--- config.mk ---
export PLATFORM = sky130hd
export DESIGN_NAME = tts_ctrl
export DESIGN_NICKNAME = d
export VERILOG_FILES = /design/src/hw/rtl/tts_pkg.sv /design/src/hw/rtl/tts_ctrl.sv
export SDC_FILE = /design/constraint.sdc
export NUM_CORES = 1
export LEC_CHECK = 0
export ABC_AREA = 1
export BUFFER_PORTS_ARGS = -buffer_cell sky130_fd_sc_hd__buf_4
export CORE_AREA = 2 2 39 41
export DETAILED_ROUTE_END_ITERATION = 10
export DIE_AREA = 0 0 41 43
export HOLD_SLACK_MARGIN = 0.03
export PLACE_DENSITY = 0.8
export SLEW_MARGIN = 5
export SYNTH_ARGS = -nofsm -noshare
export SYNTH_HDL_FRONTEND = slang
export SYNTH_SLANG_ARGS = --single-unit
--- constraint.sdc ---
create_clock -name aclk -period 2 [get_ports aclk]
set_clock_uncertainty 0.1 [all_clocks]
set_input_delay 0.2 -clock aclk [delete_from_list [all_inputs] [get_ports aclk]]
set_output_delay 0.2 -clock aclk [all_outputs]
set_load 0.01 [all_outputs]
--- src/hw/rtl/tts_pkg.sv ---
package tts_pkg;

    localparam int CHAR_W  = 8;
    localparam int COL_W   = 6;
    localparam int ROW_W   = 5;
    localparam int COLOR_W = 4;
    localparam int ESC_W   = 2;
    localparam int TILE_W  = 16;
    localparam int RAW_W   = COL_W + ROW_W + 1;

    localparam int RECIP_SHIFT = 16;
    localparam int RECIP_W     = RECIP_SHIFT + 1;

    localparam logic [TILE_W-1:0] BLANK_TILE = 16'h0220;
    localparam logic [CHAR_W-1:0] TAB_CHAR   = 8'h20;
    localparam logic [2:0]        TAB_MASK   = 3'b111;

    localparam logic [CHAR_W-1:0] CC_CLEAR     = 8'h00;
    localparam logic [CHAR_W-1:0] CC_HOME      = 8'h01;
    localparam logic [CHAR_W-1:0] CC_BACKSPACE = 8'h08;
    localparam logic [CHAR_W-1:0] CC_TAB       = 8'h09;
    localparam logic [CHAR_W-1:0] CC_COL_PFX   = 8'h0A;
    localparam logic [CHAR_W-1:0] CC_ROW_PFX   = 8'h0B;
    localparam logic [CHAR_W-1:0] CC_COLOR_PFX = 8'h0C;
    localparam logic [CHAR_W-1:0] CC_NEWLINE   = 8'h0D;
    localparam logic [CHAR_W-1:0] CC_LF        = 8'h0A;
    localparam logic [CHAR_W-1:0] CC_CR        = 8'h0D;

    localparam logic OP_CHAR     = 1'b0;
    localparam logic OP_READ     = 1'b1;
    localparam logic MODE_CTRL   = 1'b0;
    localparam logic MODE_STDIO  = 1'b1;

    localparam logic [ESC_W-1:0] ESC_NONE  = 2'd0;
    localparam logic [ESC_W-1:0] ESC_COL   = 2'd1;
    localparam logic [ESC_W-1:0] ESC_ROW   = 2'd2;
    localparam logic [ESC_W-1:0] ESC_COLOR = 2'd3;

    typedef enum logic [3:0] {
        ACT_READ,
        ACT_CLEAR,
        ACT_HOME,
        ACT_BACKSPACE,
        ACT_TAB,
        ACT_NEWLINE,
        ACT_CR,
        ACT_ESC_SET,
        ACT_ESC_APPLY,
        ACT_GLYPH
    } action_t;

    typedef enum logic [3:0] {
        ST_INIT,
        ST_IDLE,
        ST_DECODE,
        ST_READ_CAP,
        ST_CLEAR,
        ST_GLYPH,
        ST_SCROLL_RD,
        ST_SCROLL_WR,
        ST_SCROLL_FILL,
        ST_DONE
    } state_t;

    typedef enum logic {
        FILL_BLANK,
        FILL_CLEAR
    } fill_sel_t;

    typedef struct packed {
        logic      load_item;
        logic      exec_simple;
        logic      ptr_clr;
        logic      ptr_last_row;
        logic      ptr_inc;
        logic      fill_we;
        fill_sel_t fill_sel;
        logic      copy_rd;
        logic      copy_we;
        logic      rd_tile;
        logic      cap_tile;
        logic      glyph_we;
        logic      newline;
        logic      home;
        logic      out_load;
    } cmd_t;

    typedef struct packed {
        action_t action;
        logic    ptr_last;
        logic    copy_last;
        logic    at_bottom;
        logic    col_wrap;
        logic    tab_stop;
        logic    out_free;
    } status_t;

    // remainder by a small constant through a scaled reciprocal
    function automatic logic [COL_W:0] mod_small(input logic [CHAR_W-1:0]  v,
                                                 input logic [COL_W:0]     m,
                                                 input logic [RECIP_W-1:0] recip);
        logic [CHAR_W+RECIP_W-1:0] prod;
        logic [CHAR_W-1:0]         quot;
        logic [CHAR_W+COL_W:0]     back;
        logic [CHAR_W-1:0]         rem;
        prod = (CHAR_W + RECIP_W)'(v) * (CHAR_W + RECIP_W)'(recip);
        quot = prod[RECIP_SHIFT +: CHAR_W];
        back = (CHAR_W + COL_W + 1)'(quot) * (CHAR_W + COL_W + 1)'(m);
        rem  = v - back[CHAR_W-1:0];
        return rem[COL_W:0];
    endfunction

endpackage

--- src/hw/rtl/tts_ctrl.sv ---
module tts_ctrl
    import tts_pkg::*;
(
    input  logic    aclk,
    input  logic    aresetn,
    input  logic    s_valid,
    output logic    s_ready,
    input  status_t status,
    output cmd_t    cmd
);

    state_t state_reg;
    state_t state_next;

    always_ff @(posedge aclk) begin
        if (!aresetn) begin
            state_reg <= ST_INIT;
        end else begin
            state_reg <= state_next;
        end
    end

    always_comb begin
        state_next = state_reg;
        cmd        = '0;
        s_ready    = 1'b0;
        case (state_reg)
            ST_INIT: begin
                cmd.fill_we  = 1'b1;
                cmd.fill_sel = FILL_BLANK;
                cmd.ptr_inc  = 1'b1;
                if (status.ptr_last) begin
                    state_next = ST_IDLE;
                end
            end
            ST_IDLE: begin
                s_ready = 1'b1;
                if (s_valid) begin
                    cmd.load_item = 1'b1;
                    state_next    = ST_DECODE;
                end
            end
            ST_DECODE: begin
                case (status.action)
                    ACT_READ: begin
                        cmd.rd_tile = 1'b1;
                        state_next  = ST_READ_CAP;
                    end
                    ACT_CLEAR: begin
                        cmd.ptr_clr = 1'b1;
                        state_next  = ST_CLEAR;
                    end
                    ACT_GLYPH, ACT_TAB: begin
                        state_next = ST_GLYPH;
                    end
                    ACT_NEWLINE: begin
                        cmd.newline = 1'b1;
                        if (status.at_bottom) begin
                            cmd.ptr_clr = 1'b1;
                            state_next  = ST_SCROLL_RD;
                        end else begin
                            state_next = ST_DONE;
                        end
                    end
                    default: begin
                        cmd.exec_simple = 1'b1;
                        state_next      = ST_DONE;
                    end
                endcase
            end
            ST_READ_CAP: begin
                cmd.cap_tile = 1'b1;
                state_next   = ST_DONE;
            end
            ST_CLEAR: begin
                cmd.fill_we  = 1'b1;
                cmd.fill_sel = FILL_CLEAR;
                cmd.ptr_inc  = 1'b1;
                if (status.ptr_last) begin
                    cmd.home   = 1'b1;
                    state_next = ST_DONE;
                end
            end
            ST_GLYPH: begin
                cmd.glyph_we = 1'b1;
                if (status.col_wrap) begin
                    if (status.at_bottom) begin
                        cmd.ptr_clr = 1'b1;
                        state_next  = ST_SCROLL_RD;
                    end else begin
                        state_next = ST_DONE;
                    end
                end else if (status.action != ACT_TAB || status.tab_stop) begin
                    state_next = ST_DONE;
                end
            end
            ST_SCROLL_RD: begin
                cmd.copy_rd = 1'b1;
                state_next  = ST_SCROLL_WR;
            end
            ST_SCROLL_WR: begin
                cmd.copy_we = 1'b1;
                if (status.copy_last) begin
                    cmd.ptr_last_row = 1'b1;
                    state_next       = ST_SCROLL_FILL;
                end else begin
                    cmd.ptr_inc = 1'b1;
                    state_next  = ST_SCROLL_RD;
                end
            end
            ST_SCROLL_FILL: begin
                cmd.fill_we  = 1'b1;
                cmd.fill_sel = FILL_BLANK;
                cmd.ptr_inc  = 1'b1;
                if (status.ptr_last) begin
                    state_next = ST_DONE;
                end
            end
            ST_DONE: begin
                if (status.out_free) begin
                    cmd.out_load = 1'b1;
                    state_next   = ST_IDLE;
                end
            end
            default: begin
                state_next = ST_IDLE;
            end
        endcase
    end

endmodule

==> qor.yml <==
synthesis:
  netlist_area_um2: 559
  yosysTopAreaCell: "nand2_1"
  ys_ff_latch: 4
  yosysWarnings: 0
  syn_inst: 105
  synthesis.area_per_instance_um2: 5.33
  synth.distinct_cells: 20
  synth-edff-count: 0
  yosysSeqAreaShare_pct: 14.3
  netlist.area_leader.share_pct: 18.1
  synthTopCellsByArea: "nand2_1 18%, inv_1 16%, dfxtp_1 14%"
  async_flop_share_pct: 0
  synth_ff_type: "dfxtp_1"
  synthesis.nets: 118
detailed_routing:
  firstDrtPassIters: 4
  drc_errors: 0
  vias: 715
  drt-total-wl_um: 1450
  avgViaCountPerCell: 4.70
  initialDrtViolationCount: 21
  antenna_left: 0
  avgRoutedWirePerCell_um: 9.52
clocking:
  htreeDepth: 1
  clkLatencyLatePin_ps: 250
  cts_buffers: 3
  clock-sinks: 4
  postCtsHoldBufs: 0
  root_buffer: "clkbuf_4"
  clock_path_buffers: 2
  cts_setup_buffers: 0
  clk_pin_slew_ps: 40
  ctsResizeCount: 0
  cts_tree: "yes"
global_route:
  grt_max_degree: 7
  grt_pass1_vias: 621
  use_met2_pct: 30.6
  overflow: 0
  use_met3_pct: 1.57
  antenna_found_initial: 0
  grt_use_met1_pct: 23.2
  grt_most_used_layer: "met2"
  track_usage_pct: 18.9
  grt_pass1_wl_um: 2300
floorplanning:
  die_area_um2: 1760
  io_pins: 29
  die_h_um: 43
  core-area_um2: 1380
  dieWidth_um: 41
  rows: 14
  initial_core_util_pct: 40.4
critical_path:
  critPathMaxFanout: 6
  worstPathArrival_ps: 1500
  critPathRequiredTime_ps: 1700
  cp-start-kind: "register"
  end_kind: "output port"
  critPathKind: "register to output port"
place:
  gp_congestion: 0.814
  dpl.hpwl_um: 1230
  pre_cts_slack_ps: 461
  port_buffers: 28
  placed_area_um2: 790
power:
  ir_drop_mv: 0.213
  power_leakage_nw: 0.494
  power_density_nw_per_um2: 376
outcome:
  status: "complete, no violations"
final_layout:
  final_common_cell: "buf_4"
  n_fill_cell: 141
  syn_to_final_growth_pct: 45.2
  final_area_um2: 812
  utilization_pct: 58.7
  fin_nets: 151
  layout-drive-gt1-share_pct: 34.6
  largest_reg_flops: 4
  antennaDiodeCount: 0
  final_cell_mix: "28 x buf_4, 27 x nand2_1, 24 x inv_1, 13 x nor2_1, 10 x nand3_1"
sta:
  fin_crit_sh_pct: 89.9
  fin_setup_tns_ps: 0
  max_freq_ghz: 0.556
  drv_slew: 0
  rsz0062_at_grt: "no"
  finalSetupViolations: 0
  fin_ws_ps: 202
  whs_ps: 114
  slew_headroom_pct: 78.6
  tightest_slew_ps: 321
  hold_viol: 0
  min_period_ps: 1800
hold_path:
  hold_path_class: "primary input to register"
flow_run:
  max-cap-violations: 0
==> worst paths after layout <==
kind	from	end	slack [ps]	cells after the start
hold / removal	aresetn	state_reg[0]$_SDFFE_PN0P_	110	3
setup / recovery	state_reg[2]$_SDFFE_PN0P_	cmd[12]	200	6
hold reg to reg	state_reg[3]$_SDFFE_PN0P_	state_reg[3]$_SDFFE_PN0P_	450	2
setup reg to reg	state_reg[3]$_SDFFE_PN0P_	state_reg[3]$_SDFFE_PN0P_	530	9
==> routing by layer <==
layer / part of all wire [%] / vias up / wire (um)
li1: - / 384 / -
met2: 48 / 28 / 692
met4: 2.1 / 0 / 31
met5: 0 / - / 0
met3: 6.6 / 2 / 95
met1: 43 / 301 / 628
==> per-stage QoR <==
stage / power (mW) / instances
floorplan: 0.152 / 105
global placement: 0.196 / 149
detailed placement: 0.198 / 149
CTS: 0.304 / 152
global route: 0.317 / 152
finish: 0.305 / 152
==> final cells by class <==
type / instances / area [um2] / area share [%]
inverters: 25 / 93.8 / 11.6
clock buffers: 3 / 22.5 / 2.77
multi-input cells: 76 / 385 / 47.5
well taps: 16 / 20.0 / 2.47
repair buffers: 28 / 210 / 25.9
flip-flops and latches: 4 / 80.1 / 9.86
==> kinds of logic after synthesis <==
logic type / synth area share [%]
simple gates: 59.7
buf+inv: 16.8
compound gates: 9.17
flops: 14.3
==> report_power, final <==
group,internal [mW],leakage (nW),switching (mW),total (mW)
Sequential,0.0834,0.0325,0.00686,0.0902
Clock,0.0675,0.0138,0.0403,0.108
Combinational,0.0499,0.448,0.0571,0.107
Total,0.201,0.494,0.104,0.305
==> cell usage after synthesis, types with 2 or more instances <==
cell type	number
nand2_1	27
nand3_2	2
nand2_2	3
nor2_1	13
nand3_1	10
nor3_1	2
a21oi_1	3
nor2_2	7
inv_1	24
dfxtp_1	4
==> critical path: stages, from the launching register on <==
cell     delay, ps
dfxtp_1        360
nor2_2         160
inv_1          100
nor3_4         230
inv_1          110
o21ai_0        150
buf_4          140
Note: power is estimated with default switching activity, not from simulation.
